**config.mk**
```make
export PLATFORM = sky130hd
export DESIGN_NAME = cpu0_divider
export DESIGN_NICKNAME = d
export VERILOG_FILES = /design/src/hw/rtl/cpu0_pkg.sv /design/src/hw/rtl/cpu0_divider.sv
export SDC_FILE = /design/constraint.sdc
export NUM_CORES = 1
export LEC_CHECK = 0
export ABC_AREA = 1
export BUFFER_PORTS_ARGS = -buffer_cell sky130_fd_sc_hd__buf_2
export CAP_MARGIN = 20
export CORE_MARGIN = 2
export CORE_UTILIZATION = 50
export CTS_CLUSTER_SIZE = 30
export DETAILED_ROUTE_END_ITERATION = 12
export HOLD_SLACK_MARGIN = 0.15
export PLACE_DENSITY = 0.74
export SYNTH_ARGS = -nofsm -noshare
export SYNTH_HDL_FRONTEND = slang
export SYNTH_SLANG_ARGS = --single-unit
export TNS_END_PERCENT = 30
```
**constraint.sdc**
```tcl
create_clock -name i_clk -period 3.4 [get_ports i_clk]
set_clock_uncertainty 0.1 [all_clocks]
set_input_delay 0.51 -clock i_clk [delete_from_list [all_inputs] [get_ports i_clk]]
set_output_delay 0.51 -clock i_clk [all_outputs]
set_load 0.1 [all_outputs]
```
**src/hw/rtl/cpu0_pkg.sv**
```systemverilog
`timescale 1ns / 1ps

package cpu0_pkg;

    localparam int MemBytes    = 4096;
    localparam int MemAddrW    = $clog2(MemBytes);
    localparam int PcIndex     = 15;
    localparam int LrIndex     = 14;
    localparam int SpIndex     = 13;
    localparam int StatusIndex = 12;
    localparam int ArgIndex    = 9;

    localparam logic [3:0] PC_IDX  = 4'(PcIndex);
    localparam logic [3:0] LR_IDX  = 4'(LrIndex);
    localparam logic [3:0] SP_IDX  = 4'(SpIndex);
    localparam logic [3:0] ST_IDX  = 4'(StatusIndex);
    localparam logic [3:0] ARG_IDX = 4'(ArgIndex);

    localparam logic [1:0] ACT_WRITE = 2'd0;
    localparam logic [1:0] ACT_EXEC  = 2'd1;
    localparam logic [1:0] ACT_READ  = 2'd2;

    localparam logic [7:0] OP_LD   = 8'h00;
    localparam logic [7:0] OP_ST   = 8'h01;
    localparam logic [7:0] OP_LB   = 8'h02;
    localparam logic [7:0] OP_SB   = 8'h03;
    localparam logic [7:0] OP_LDR  = 8'h04;
    localparam logic [7:0] OP_STR  = 8'h05;
    localparam logic [7:0] OP_LBR  = 8'h06;
    localparam logic [7:0] OP_SBR  = 8'h07;
    localparam logic [7:0] OP_LDI  = 8'h08;
    localparam logic [7:0] OP_CMP  = 8'h10;
    localparam logic [7:0] OP_MOV  = 8'h12;
    localparam logic [7:0] OP_ADD  = 8'h13;
    localparam logic [7:0] OP_SUB  = 8'h14;
    localparam logic [7:0] OP_MUL  = 8'h15;
    localparam logic [7:0] OP_DIV  = 8'h16;
    localparam logic [7:0] OP_AND  = 8'h18;
    localparam logic [7:0] OP_OR   = 8'h19;
    localparam logic [7:0] OP_XOR  = 8'h1A;
    localparam logic [7:0] OP_ADDI = 8'h1B;
    localparam logic [7:0] OP_ROL  = 8'h1C;
    localparam logic [7:0] OP_ROR  = 8'h1D;
    localparam logic [7:0] OP_SHL  = 8'h1E;
    localparam logic [7:0] OP_SHR  = 8'h1F;
    localparam logic [7:0] OP_JEQ  = 8'h20;
    localparam logic [7:0] OP_JNE  = 8'h21;
    localparam logic [7:0] OP_JLT  = 8'h22;
    localparam logic [7:0] OP_JGT  = 8'h23;
    localparam logic [7:0] OP_JLE  = 8'h24;
    localparam logic [7:0] OP_JGE  = 8'h25;
    localparam logic [7:0] OP_JMP  = 8'h26;
    localparam logic [7:0] OP_SWI  = 8'h2A;
    localparam logic [7:0] OP_CALL = 8'h2B;
    localparam logic [7:0] OP_RET  = 8'h2C;
    localparam logic [7:0] OP_IRET = 8'h2D;
    localparam logic [7:0] OP_PUSH = 8'h30;
    localparam logic [7:0] OP_POP  = 8'h31;
    localparam logic [7:0] OP_PSHB = 8'h32;
    localparam logic [7:0] OP_POPB = 8'h33;

    typedef enum logic [3:0] {
        S_IDLE,
        S_FETCH,
        S_DECODE,
        S_EXEC,
        S_DIV,
        S_MEMRD,
        S_MEMWR,
        S_READ,
        S_DONE
    } t_state;

    // Request and status between the sequencer and the divider.
    typedef struct packed {
        logic        start;
        logic [31:0] dividend;
        logic [31:0] divisor;
    } t_div_req;

    typedef struct packed {
        logic        done;
        logic [31:0] quotient;
    } t_div_rsp;

endpackage

```
**src/hw/rtl/cpu0_divider.sv**
```systemverilog
`timescale 1ns / 1ps

// Signed restoring divider, one quotient bit per cycle.
module cpu0_divider (
    input  logic               i_clk,
    input  logic               i_rst_n,
    input  cpu0_pkg::t_div_req i_req,
    output cpu0_pkg::t_div_rsp o_rsp
);

    logic        r_busy, n_busy;
    logic [5:0]  r_cnt, n_cnt;
    logic [31:0] r_quo, n_quo;
    logic [31:0] r_rem, n_rem;
    logic [31:0] r_den, n_den;
    logic        r_neg, n_neg;
    logic        r_zero, n_zero;
    logic        r_done, n_done;
    logic [32:0] w_trial;

    always_comb begin
        n_busy = r_busy;
        n_cnt  = r_cnt;
        n_quo  = r_quo;
        n_rem  = r_rem;
        n_den  = r_den;
        n_neg  = r_neg;
        n_zero = r_zero;
        n_done = 1'b0;
        w_trial = {r_rem, r_quo[31]} - {1'b0, r_den};
        if (i_req.start) begin
            n_busy = 1'b1;
            n_cnt  = 6'd0;
            n_rem  = 32'd0;
            n_quo  = i_req.dividend[31] ? (32'd0 - i_req.dividend) : i_req.dividend;
            n_den  = i_req.divisor[31] ? (32'd0 - i_req.divisor) : i_req.divisor;
            n_neg  = i_req.dividend[31] ^ i_req.divisor[31];
            n_zero = (i_req.divisor == 32'd0);
        end else if (r_busy) begin
            if (!w_trial[32]) begin
                n_rem = w_trial[31:0];
                n_quo = {r_quo[30:0], 1'b1};
            end else begin
                n_rem = {r_rem[30:0], r_quo[31]};
                n_quo = {r_quo[30:0], 1'b0};
            end
            n_cnt = r_cnt + 6'd1;
            if (r_cnt == 6'd31) begin
                n_busy = 1'b0;
                n_done = 1'b1;
            end
        end
    end

    always_ff @(posedge i_clk) begin
        if (!i_rst_n) begin
            r_busy <= 1'b0;
            r_done <= 1'b0;
            r_cnt  <= 6'd0;
        end else begin
            r_busy <= n_busy;
            r_done <= n_done;
            r_cnt  <= n_cnt;
        end
        r_quo  <= n_quo;
        r_rem  <= n_rem;
        r_den  <= n_den;
        r_neg  <= n_neg;
        r_zero <= n_zero;
    end

    assign o_rsp.done     = r_done;
    assign o_rsp.quotient = r_zero ? 32'd0 : (r_neg ? (32'd0 - r_quo) : r_quo);

endmodule

```
==> flow_summary_export.csv <==
group,metric,value,unit
status,outcome,"completed",
timing,rsz0062_at_grt,"true",
power_and_ir_drop,power.switching,1.46,mW
placed_design,port_buffers,99,
floorplan,io_pins,100,
route,drt_first_pass_iters,5,
critical_path,r2r-start,"r_den[0]$_DFFE_PP_",
min_path,min_path_type,"in2reg",
critical_path,crit_path_start_kind,"register",
critical_path,cp.arrival,2.58,ns
clocking,cts_root_buffer,"clkbuf_16",
synthesis,syn_avg_cell_area,6.07,um^2
power_and_ir_drop,p_int,2.35,mW
synthesis,yosys.cell_count.top_type,"nand2_1",
timing,period_share,0.939,
timing,relSlewSlack,0.561,
critical_path,path_class,"reg2out",
final_layout,final_layout_size_suffix_gt1_frac,0.0969,
synthesis,synth_edf_count,66,
final_layout,n_antenna_cell,0,
timing,final_hold_viol_count,0,
global_route,grtUsageTotal,0.264,
power_and_ir_drop,power_frac_clock,0.290,
min_path,hold_depth,1,
final_layout,multi_input_area,5540,um^2
global_route,grt_start_max_net_pins,67,
synthesis,syn-num-nets,1685,
global_route,grt_pass1_vias,8666,
clocking,h-tree-depth,3,
power_and_ir_drop,p_total,3.81,mW
timing,timing.hold.ws,0.272,ns
placed_design,gp_congestion,0.933,
floorplan,coreArea,18800,um^2
timing,finalWorstSetupSlack,0.207,ns
floorplan,rows,50,
route,vias_per_cell,5.14,
clocking,clk_latency,0.37,ns
floorplan,initial_core_util,0.512,
synthesis,netlist_instances,1581,
synthesis,synth.largest_area_cell,"edfxtp_1",
final_layout,fin_nets,1770,
synthesis,ys.warnings.count,0,
synthesis,synth-seq-cells,106,
clocking,cts_buffer_depth,2,
placed_design,place_ws,0.395,ns
synthesis,syn-cell-area,9600,um^2
floorplan,die_height,143,um
min_path,hp-start,"i_req[0]",
global_route,grt_pass1_wl,42800,um
global_route,antenna_found_initial,0,
critical_path,critPathRequiredTime,2.79,ns
final_layout,register_area,2780,um^2
min_path,min_to,"r_den[0]$_DFFE_PP_",
power_and_ir_drop,swShare,0.383,
synthesis,yosys.area.top_type_share,0.206,
clocking,cts_tree,"done",
clocking,cts_buffers,9,
clocking,cts.sink_count,106,
clocking,clkTransAtPathRegs,0.07,ns
power_and_ir_drop,p_per_area,357,nW/um^2
route,wl_per_cell,13.8,um
final_layout,synthToLayoutAreaGrowth,11.1,%
timing,setup_viol,0,
critical_path,worstPathMaxFanout,4,
route,vias,9787,
synthesis,yosysSeqAreaShare,0.290,
clocking,cts_setup_buffers,0,
timing,tightest_slew,0.658,ns
timing,fmax,313,MHz
timing,setup_tns,0,ns
job,max-cap-violations,0,
power_and_ir_drop,seqPwrFrac,0.407,
placed_design,hpwlAfterDp,20900,um
synthesis,synth_cell_type_count,43,
floorplan,die_w,143,um
critical_path,r2r-end,"r_rem[16]$_SDFFE_PP0P_",
clocking,ctsHoldBuffers,0,
route,drt_iter0_drc,665,
critical_path,end_kind,"output port",
critical_path,ff2ff_setup_slack,0.57,ns
final_layout,fillers,1874,
power_and_ir_drop,p_leak,5.68,nW
global_route,grt_overflow,0,
route,drc_errors,0,
timing,fin_crit,3.19,ns
synthesis,synth_area_leaders,"edfxtp_1 21%, nand2_1 21%, inv_1 12%",
synthesis,synth_common_cells,"527 x nand2_1, 296 x inv_1, 151 x nor2_1",
power_and_ir_drop,power_frac_comb,0.303,
power_and_ir_drop,ir_drop,276,uV
synthesis,postSynth.asyncResetShare,0,
route,antenna_left,0,
route,routed_wl,26200,um
critical_path,reg2reg_depth,16,
floorplan,fp.dieArea,20300,um^2
timing,finalMaxSlewViolations,0,
synthesis,synth_flop_cell,"edfxtp_1",
final_layout,final_core_util,0.568,
==> registers in the layout, indices dropped and copies added, names as in the netlist <==
signal  flops
r_den      32
r_quo      32
r_rem      32
r_cnt       6
r_busy      1
r_done      1
r_neg       1
r_zero      1
==> worst max-delay path by stage <==
stage	startpoint	to	cells after the start
finish	r_quo[2]$_DFFE_PP_	o_rsp[19]	10
global route	r_quo[1]$_DFFE_PP_	o_rsp[22]	11
CTS	r_quo[1]$_DFFE_PP_	o_rsp[24]	13
detailed placement	r_quo[1]$_DFFE_PP_	o_rsp[24]	13
global placement	r_quo[0]$_DFFE_PP_	o_rsp[24]	13
floorplan	r_quo[1]$_DFFE_PP_	o_rsp[22]	10
==> final cells by class <==
cell class                 instances  share of cell area
multi-input combinational       1136               0.519
timing repair buffer             107              0.0565
inverter                         306               0.108
clock buffer                      10              0.0215
clock inverter                     6             0.00680
tap                              234              0.0275
sequential                       106               0.261
==> cells by family after synthesis <==
group | after synthesis | share of synthesized area
adder cells (fa/ha/maj) | 37 | 0.0490
XOR/XNOR | 57 | 0.0520
AND/OR/NAND/NOR | 897 | 0.393
buffers and inverters | 339 | 0.137
AO/OA/AOI/OAI | 145 | 0.0796
flip-flops | 106 | 0.290
==> power by group through the flow <==
stage	sequential, mW	combinational [mW]	clock [mW]
after CTS	1.55	1.13	1.12
after global routing	1.56	1.26	1.17
after global placement	1.57	1.12	0
after floorplan	1.55	0.844	0
after detailed placement	1.57	1.13	0
final	1.55	1.15	1.11
==> layer usage <==
layer  track usage  wire length (um)  vias to the layer above
met5             0                 0                        -
met4        0.0964               731                        0
met3        0.0283              1710                       35
met2         0.388             10700                      295
met1         0.399             13000                     4383
li1              -                 -                     5074
==> worst max-delay path, stage by stage, from the launching register on <==
cell and delay (ns):
edfxtp_1 0.45, inv_2 0.11, nand3_1 0.10, nor2_1 0.21
nand3_1 0.15, nor3_1 0.27, nand4_1 0.17, nand2_1 0.08
o21ai_0 0.06, nor2_1 0.16, buf_2 0.45
==> layout by cell type, fill, tap and decap left out, types with 6 or more instances in the layout <==
master,count
dfxtp_1,40
buf_2,88
a21oi_1,47
edfxtp_1,66
nand3_1,113
ha_1,36
o31ai_1,6
nor2_1,148
buf_4,11
xnor2_1,27
nor3_2,6
xor2_1,30
nor2_2,7
o21ai_0,70
nor3_1,39
or2_2,6
clkbuf_16,9
nand4_1,21
nand2_1,527
inv_1,296
o21ai_1,11
inv_2,9
==> timing repair <==
action,4_1_cts,5_1_grt
resized for setup,0,22
endpoints found under the setup margin,0,13
hold endpoints to repair,0,0
==> through the flow <==
stage / cells / instance area (um^2)
detailed placement: 1889 / 10300
global placement: 1889 / 10300
CTS: 1905 / 10600
finish: 1905 / 10700
global route: 1905 / 10700
floorplan: 1581 / 9620
Note: power is estimated with default switching activity, not from simulation.
